==> config.mk <==
export PLATFORM = sky130hd
export DESIGN_NAME = motion_adaptive_weave_pixel_flat
export DESIGN_NICKNAME = d
export VERILOG_FILES = /design/src/design/mawp_pkg.sv /design/src/design/mawp_if.sv /design/src/design/mawp_core.sv /design/src/design/motion_adaptive_weave_pixel.sv /design/src/flat_wrapper.sv
export SDC_FILE = /design/constraint.sdc
export NUM_CORES = 1
export LEC_CHECK = 0
export ABC_AREA = 0
export BUFFER_PORTS_ARGS = -buffer_cell sky130_fd_sc_hd__buf_2
export CAP_MARGIN = 20
export CORE_MARGIN = 2
export CORE_UTILIZATION = 67
export CTS_BUF_LIST = sky130_fd_sc_hd__clkbuf_16
export DETAILED_ROUTE_END_ITERATION = 10
export GPL_TIMING_DRIVEN = 0
export PLACE_DENSITY = 0.87
export SLEW_MARGIN = 20
export SYNTH_ARGS = -nofsm -noshare
export SYNTH_HDL_FRONTEND = slang
export SYNTH_SLANG_ARGS = --single-unit
==> constraint.sdc <==
create_clock -name clock -period 34.7 [get_ports clock]
set_input_delay 3.47 -clock clock [delete_from_list [all_inputs] [get_ports clock]]
set_output_delay 3.47 -clock clock [all_outputs]
set_load 0.02 [all_outputs]
==> src/design/mawp_pkg.sv <==
// Types and constants shared by the motion adaptive weave pixel block.
package mawp_pkg;

   localparam int unsigned PIXEL_W = 16;
   localparam int unsigned CSR_INDEX_W = 8;
   localparam int unsigned CSR_DATA_W = 16;

   localparam logic [CSR_INDEX_W-1:0] CSR_SPATIAL_TOLERANCE = 8'd0;
   localparam logic [CSR_INDEX_W-1:0] CSR_TEMPORAL_TOLERANCE = 8'd1;
   localparam logic [CSR_INDEX_W-1:0] CSR_SIMILARITY_THRESHOLD = 8'd2;

   localparam logic [15:0] SPATIAL_TOLERANCE_RESET = 16'd600;
   localparam logic [15:0] TEMPORAL_TOLERANCE_RESET = 16'd1000;
   localparam logic signed [15:0] SIMILARITY_THRESHOLD_RESET = 16'sd25;

   typedef struct packed {
      logic [PIXEL_W-1:0] above_pixel;
      logic [PIXEL_W-1:0] current_pixel;
      logic [PIXEL_W-1:0] below_pixel;
      logic [PIXEL_W-1:0] previous_pixel;
   } req_type;

   typedef struct packed {
      logic [PIXEL_W-1:0] out_pixel;
      logic               used_weave;
   } rsp_type;

   typedef struct packed {
      logic [15:0]        spatial_tolerance;
      logic [15:0]        temporal_tolerance;
      logic signed [15:0] similarity_threshold;
   } cfg_type;

endpackage

==> src/design/mawp_if.sv <==
// Handshake interfaces for the request, response and register write channels.
interface mawp_req_if;
   logic              valid;
   logic              ready;
   mawp_pkg::req_type data;

   modport source (output valid, output data, input ready);
   modport sink (input valid, input data, output ready);
endinterface

interface mawp_rsp_if;
   logic              valid;
   logic              ready;
   mawp_pkg::rsp_type data;

   modport source (output valid, output data, input ready);
   modport sink (input valid, input data, output ready);
endinterface

interface mawp_csr_if;
   logic                                valid;
   logic                                ready;
   logic [mawp_pkg::CSR_INDEX_W-1:0]    index;
   logic [mawp_pkg::CSR_DATA_W-1:0]     data;

   modport source (output valid, output index, output data, input ready);
   modport sink (input valid, input index, input data, output ready);
endinterface

==> src/design/mawp_core.sv <==
// Weave or bob decision for one pixel word, purely combinational.
module mawp_core (
   input  mawp_pkg::cfg_type cfg_i,
   input  mawp_pkg::req_type req_i,
   output mawp_pkg::rsp_type rsp_o
);
   import mawp_pkg::*;

   function automatic logic [15:0] closeness(input logic [15:0] tol,
                                             input logic [7:0] n,
                                             input logic [7:0] c);
      logic signed [8:0]  diff;
      logic signed [7:0]  half;
      logic signed [15:0] sq;
      logic [15:0]        sq_u;
      diff = $signed({1'b0, n}) - $signed({1'b0, c});
      half = diff[8:1];
      sq = 16'(half) * 16'(half);
      sq_u = unsigned'(sq);
      closeness = (tol > sq_u) ? tol - sq_u : 16'd0;
   endfunction

   function automatic logic [15:0] sat_add(input logic [15:0] a, input logic [15:0] b);
      logic [16:0] s;
      s = {1'b0, a} + {1'b0, b};
      sat_add = s[16] ? 16'hFFFF : s[15:0];
   endfunction

   function automatic logic [7:0] half_sum(input logic [7:0] a, input logic [7:0] b);
      half_sum = {1'b0, a[7:1]} + {1'b0, b[7:1]};
   endfunction

   logic [15:0] above_term;
   logic [15:0] below_term;
   logic [15:0] prev_term;
   logic [15:0] sum;
   logic        weave;
   logic [15:0] bob_pixel;

   always_comb begin
      above_term = closeness(cfg_i.spatial_tolerance, req_i.above_pixel[7:0],
                             req_i.current_pixel[7:0]);
      below_term = closeness(cfg_i.spatial_tolerance, req_i.below_pixel[7:0],
                             req_i.current_pixel[7:0]);
      prev_term = closeness(cfg_i.temporal_tolerance, req_i.previous_pixel[7:0],
                            req_i.current_pixel[7:0]);
      sum = sat_add(sat_add(above_term, below_term), prev_term);
      weave = $signed(sum) > cfg_i.similarity_threshold;
      bob_pixel = {half_sum(req_i.above_pixel[15:8], req_i.below_pixel[15:8]),
                   half_sum(req_i.above_pixel[7:0], req_i.below_pixel[7:0])};
      rsp_o.out_pixel = weave ? req_i.current_pixel : bob_pixel;
      rsp_o.used_weave = weave;
   end

endmodule

==> src/design/motion_adaptive_weave_pixel.sv <==
// Top level of the motion adaptive weave pixel block.
// The block takes one request per clock unless the response channel stalls, and returns one
// response per request, the request being held in an input register and the decision in a
// result register. The sustained rate is one pixel word per cycle when not stalled, set by
// the combinational decision path (three small squares, a saturating sum and a signed compare).
// Register writes are taken in any cycle and should only happen while no request is in flight.
module motion_adaptive_weave_pixel (
   input logic clock,
   input logic reset,
   mawp_req_if.sink req_chan,
   mawp_rsp_if.source rsp_chan,
   mawp_csr_if.sink csr_chan
);
   import mawp_pkg::*;

   cfg_type cfg_ff;
   cfg_type cfg_in;
   logic    s1_valid_ff;
   logic    s1_valid_in;
   req_type s1_data_ff;
   req_type s1_data_in;
   logic    rsp_valid_ff;
   logic    rsp_valid_in;
   rsp_type rsp_data_ff;
   rsp_type rsp_data_in;
   rsp_type core_rsp;
   logic    advance;
   logic    req_accept;

   assign csr_chan.ready = 1'b1;

   always_comb begin
      cfg_in = cfg_ff;
      if (csr_chan.valid && csr_chan.ready) begin
         unique case (csr_chan.index)
            CSR_SPATIAL_TOLERANCE: cfg_in.spatial_tolerance = csr_chan.data;
            CSR_TEMPORAL_TOLERANCE: cfg_in.temporal_tolerance = csr_chan.data;
            CSR_SIMILARITY_THRESHOLD: cfg_in.similarity_threshold = signed'(csr_chan.data);
            default: cfg_in = cfg_ff;
         endcase
      end
   end

   assign advance = !rsp_valid_ff || rsp_chan.ready;
   assign req_chan.ready = !s1_valid_ff || advance;
   assign req_accept = req_chan.valid && req_chan.ready;

   mawp_core u_core (
      .cfg_i(cfg_ff),
      .req_i(s1_data_ff),
      .rsp_o(core_rsp)
   );

   always_comb begin
      s1_valid_in = s1_valid_ff;
      s1_data_in = s1_data_ff;
      rsp_valid_in = rsp_valid_ff;
      rsp_data_in = rsp_data_ff;
      if (advance) begin
         rsp_valid_in = s1_valid_ff;
         s1_valid_in = 1'b0;
         if (s1_valid_ff) begin
            rsp_data_in = core_rsp;
         end
      end
      if (req_accept) begin
         s1_valid_in = 1'b1;
         s1_data_in = req_chan.data;
      end
   end

   always_ff @(posedge clock) begin
      if (reset) begin
         cfg_ff.spatial_tolerance <= SPATIAL_TOLERANCE_RESET;
         cfg_ff.temporal_tolerance <= TEMPORAL_TOLERANCE_RESET;
         cfg_ff.similarity_threshold <= SIMILARITY_THRESHOLD_RESET;
         s1_valid_ff <= 1'b0;
         rsp_valid_ff <= 1'b0;
      end else begin
         cfg_ff <= cfg_in;
         s1_valid_ff <= s1_valid_in;
         rsp_valid_ff <= rsp_valid_in;
      end
      s1_data_ff <= s1_data_in;
      rsp_data_ff <= rsp_data_in;
   end

   assign rsp_chan.valid = rsp_valid_ff;
   assign rsp_chan.data = rsp_data_ff;

`ifndef NO_ASSERTIONS
   a_stall_holds_input: assert property (@(posedge clock) disable iff (reset)
      s1_valid_ff && rsp_valid_ff && !rsp_chan.ready |=> s1_valid_ff && $stable(s1_data_ff))
      else $error("Held request changed while the response stage was stalled.");

   a_backpressure_only_when_full: assert property (@(posedge clock) disable iff (reset)
      !req_chan.ready |-> s1_valid_ff && rsp_valid_ff)
      else $error("Request channel stalled while a stage was free.");

   a_accept_fills_input: assert property (@(posedge clock) disable iff (reset)
      req_chan.valid && req_chan.ready |=> s1_valid_ff && s1_data_ff == $past(req_chan.data))
      else $error("Accepted request did not reach the input register.");

   a_spatial_write: assert property (@(posedge clock) disable iff (reset)
      csr_chan.valid && csr_chan.index == CSR_SPATIAL_TOLERANCE
      |=> cfg_ff.spatial_tolerance == $past(csr_chan.data))
      else $error("Spatial tolerance write was lost.");
`endif

endmodule
==> src/flat_wrapper.sv <==
// flat-port wrapper written by rule: the top's interface ports become plain ports
module motion_adaptive_weave_pixel_flat import mawp_pkg::*;
  (clock, reset, req_chan_valid, req_chan_data, req_chan_ready, rsp_chan_valid, rsp_chan_data, rsp_chan_ready, csr_chan_valid, csr_chan_index, csr_chan_data, csr_chan_ready);
  mawp_req_if req_chan_i ();
  mawp_rsp_if rsp_chan_i ();
  mawp_csr_if csr_chan_i ();
  input logic clock;
  input logic reset;
  input wire logic [$bits(req_chan_i.valid)-1:0] req_chan_valid;
  input wire logic [$bits(req_chan_i.data)-1:0] req_chan_data;
  output wire logic [$bits(req_chan_i.ready)-1:0] req_chan_ready;
  output wire logic [$bits(rsp_chan_i.valid)-1:0] rsp_chan_valid;
  output wire logic [$bits(rsp_chan_i.data)-1:0] rsp_chan_data;
  input wire logic [$bits(rsp_chan_i.ready)-1:0] rsp_chan_ready;
  input wire logic [$bits(csr_chan_i.valid)-1:0] csr_chan_valid;
  input wire logic [$bits(csr_chan_i.index)-1:0] csr_chan_index;
  input wire logic [$bits(csr_chan_i.data)-1:0] csr_chan_data;
  output wire logic [$bits(csr_chan_i.ready)-1:0] csr_chan_ready;
  assign req_chan_i.valid = req_chan_valid;
  assign req_chan_i.data = req_chan_data;
  assign req_chan_ready = req_chan_i.ready;
  assign rsp_chan_valid = rsp_chan_i.valid;
  assign rsp_chan_data = rsp_chan_i.data;
  assign rsp_chan_i.ready = rsp_chan_ready;
  assign csr_chan_i.valid = csr_chan_valid;
  assign csr_chan_i.index = csr_chan_index;
  assign csr_chan_i.data = csr_chan_data;
  assign csr_chan_ready = csr_chan_i.ready;
  motion_adaptive_weave_pixel u_core (.clock(clock), .reset(reset), .req_chan(req_chan_i), .rsp_chan(rsp_chan_i), .csr_chan(csr_chan_i));
endmodule
==> impl_results.md <==
* Crit Path Class: reg2reg
* DRC errors left at 0
* Pre-CTS setup slack at 19040 ps
* GRT overflow at 0
* Initial antenna violation count at 0
* Die Y-Extent at 158 um
* Critical Path Most Common Cell: fa_1
* Final setup margin at 18760 ps
* Post-Synthesis Cell Area at 15900 um^2
* Synth top area share at 17.4%
* CTS tree: built
* Async set or reset register ratio after synthesis at 0%
* DR iter-0 viols at 842
* Post-layout instance count excluding filler cells at 2267
* Cell taking the most area after synthesis: fa_1
* Routed wire length at 39300 um
* CP Max Fanout at 13
* Number of synthesized register bits at 121
* Pin count of the biggest net entering global routing at 35
* Global-route wire length before repair at 63700 um
* WL/cell at 17.4 um
* Minimum clock period at 15940 ps
* Vias in the first global route at 13429
* Max Clock Skew at 16.5 ps
* Layout cells sized above 1 at 9.24%
* Synth warn at 0
* Reg2Reg Setup Slack at 18760 ps
* Mean Syn Cell Area at 8.76 um^2
* Nets@finish at 2378
* Period utilization at 45.9%
* Via/cell ratio at 5.94
* Row Count at 56
* CTS resizes at 0
* Fmax achieved at 62.7 MHz
* Area Overhead vs Synth at 9.71%
* Max-slew violation count at 0
* Setup TNS at 0 ps
* Outcome: complete, no violations
* Ys flop type: edfxtp_1
* Clock slew seen by the registers of the worst setup and hold paths at 70 ps
* I/O pins at 113
* Critical Path Source Type: register
* Syn_nets at 2257
* Max Cap Violations at 0
* Final Core Density at 74.4%
* Final setup vio count at 0
* DRT Pass-1 Iters at 6
* TritonCTS Buffers at 17
* Core ar. at 23400 um^2
* Synth unique cells at 71
* Critical Path AT at 16190 ps
* Worst-Skew Late Latency at 430 ps
* Post-synth EDFFs at 71
* Slowest stage delay, CP at 700 ps
* Die Area at 24900 um^2
* Commonest non-fill, non-tap cells in the layout: inv_1, nand2_1, ha_1
* Rel. slew slack at 15.7%
* Endpoints failing hold at 0
* Crit. End Element: register
* GRT Overall Usage at 32.4%
* HPWL after detailed placement at 31700 um
* H-tree depth at 4
* CP required at 34960 ps
* Class of the worst hold path: reg2reg
* Root Driver: clkbuf_16
* Initial core utilization at 67.9%
* Clock sinks at 121
* Placer Congestion at 0.967
* Register area share after synthesis at 19.7%
* Top cells by area, synth: fa_1, ha_1, edfxtp_1, dfxtp_1, inv_1
* Post-Syn Instances at 1813
* Fillers at 1692
* Antenna Nets Post-Route at 0
* Die Wd at 158 um
* Max clock buf depth at 2
* Hold_buf cts at 0
* Most common cell after layout, fill and taps aside: inv_1
* Post-placement cell count at 2234
* Vias at 13466
* Worst slew pin tran at 1230 ps
* Unrepaired setup endpoints after global routing: false
* Slowest CP cell: fa_1
* Post CTS Setup Buffer Count at 0
* Port buffer count at 100
[cell families after synthesis]
logic type	count (synthesis)	synth area share, %
buffers and inverters	288	6.93
DFF	121	19.7
AOI/OAI and AO/OA	373	15.2
other	1	0.0236
and+or+nand+nor	533	15.6
adders and majority gates	351	34.2
xor gates and xnor gates	126	6.95
muxes	20	1.33
[final timing paths]
kind	start	end	cells past startpoint
max reg2reg	u_core.s1_data_ff[32]	u_core.rsp_chan.data[4]	57
max	u_core.s1_data_ff[32]	u_core.rsp_chan.data[4]	57
min reg2reg	u_core.cfg_ff[8]	u_core.cfg_ff[8]	2
min	u_core.cfg_ff[8]	u_core.cfg_ff[8]	2
[worst max-delay path: cells and delay by family, from the launching register on]
kind                       cells  cell delay (ps)
AOI/OAI and AO/OA             21             5540
xor gates and xnor gates       1              140
adders and majority gates     12             5040
buffers and inverters          8             1820
DFF                            1              530
muxes                          2              430
and+or+nand+nor               13             2200
[metrics by stage]
stage	cell area (um^2)	hold slack, ps
2_1_floorplan	15900	432
3_5_place_dp	16800	446
3_3_place_gp	16800	440
5_1_grt	17400	477
4_1_cts	17400	455
6_report	17400	457
[routing by layer]
| metal | wire (um) | share of wire (%) | up-vias | global-route usage (%) |
|---|---|---|---|---|
| met5 | 0 | 0 | - | 0 |
| met1 | 15800 | 40 | 6436 | 39.7 |
| li1 | - | - | 6368 | - |
| met3 | 2350 | 6.0 | 146 | 5.12 |
| met4 | 2090 | 5.3 | 0 | 16.1 |
| met2 | 19100 | 48 | 516 | 55.6 |
[cells in the mapped netlist, drive strengths merged (4+ instances only)]
cell type  count
inv          257
nand2        218
ha           213
a21oi        138
fa           138
nor2         125
edfxtp        71
xnor2         71
o21ai         61
xor2          55
a21o          53
dfxtp         50
and2          34
nor3          27
nand2b        26
clkbuf        25
nor2b         21
o21a          19
nand3         16
nand3b        15
a211oi        14
a31oi         12
o21bai        12
mux2i         11
a31o           9
and3           9
mux2           9
nand4          9
nor3b          8
o211ai         8
o31ai          8
or3            7
buf            6
a2111oi        5
nor4           5
a211o          4
a41oi          4
or2            4
[cell type report]
| cell class | instances | area, um^2 | area share, % |
|---|---|---|---|
| clock buffers | 17 | 425 | 2.44 |
| multi-input cells | 1404 | 11600 | 66.9 |
| flip-flops and latches | 121 | 3130 | 18.0 |
| repair buffers | 102 | 532 | 3.05 |
| inverters | 257 | 965 | 5.54 |
| diodes | 1 | 2.50 | 0.0144 |
| plain buffers | 31 | 135 | 0.776 |
| well taps | 319 | 399 | 2.29 |
| clock inverters | 15 | 179 | 1.03 |
[registers in the layout, summed over array words and instances (netlist names)]
| signal | count |
|---|---|
| u_core.s1_data_ff | 54 |
| u_core.cfg_ff | 48 |
| u_core.rsp_chan.data | 17 |
| u_core.rsp_chan.valid | 1 |
| u_core.s1_valid_ff | 1 |
Power is left out: the tool's default activity adds up to more than one toggle a clock period on the data nets, which glitch-free logic cannot reach.
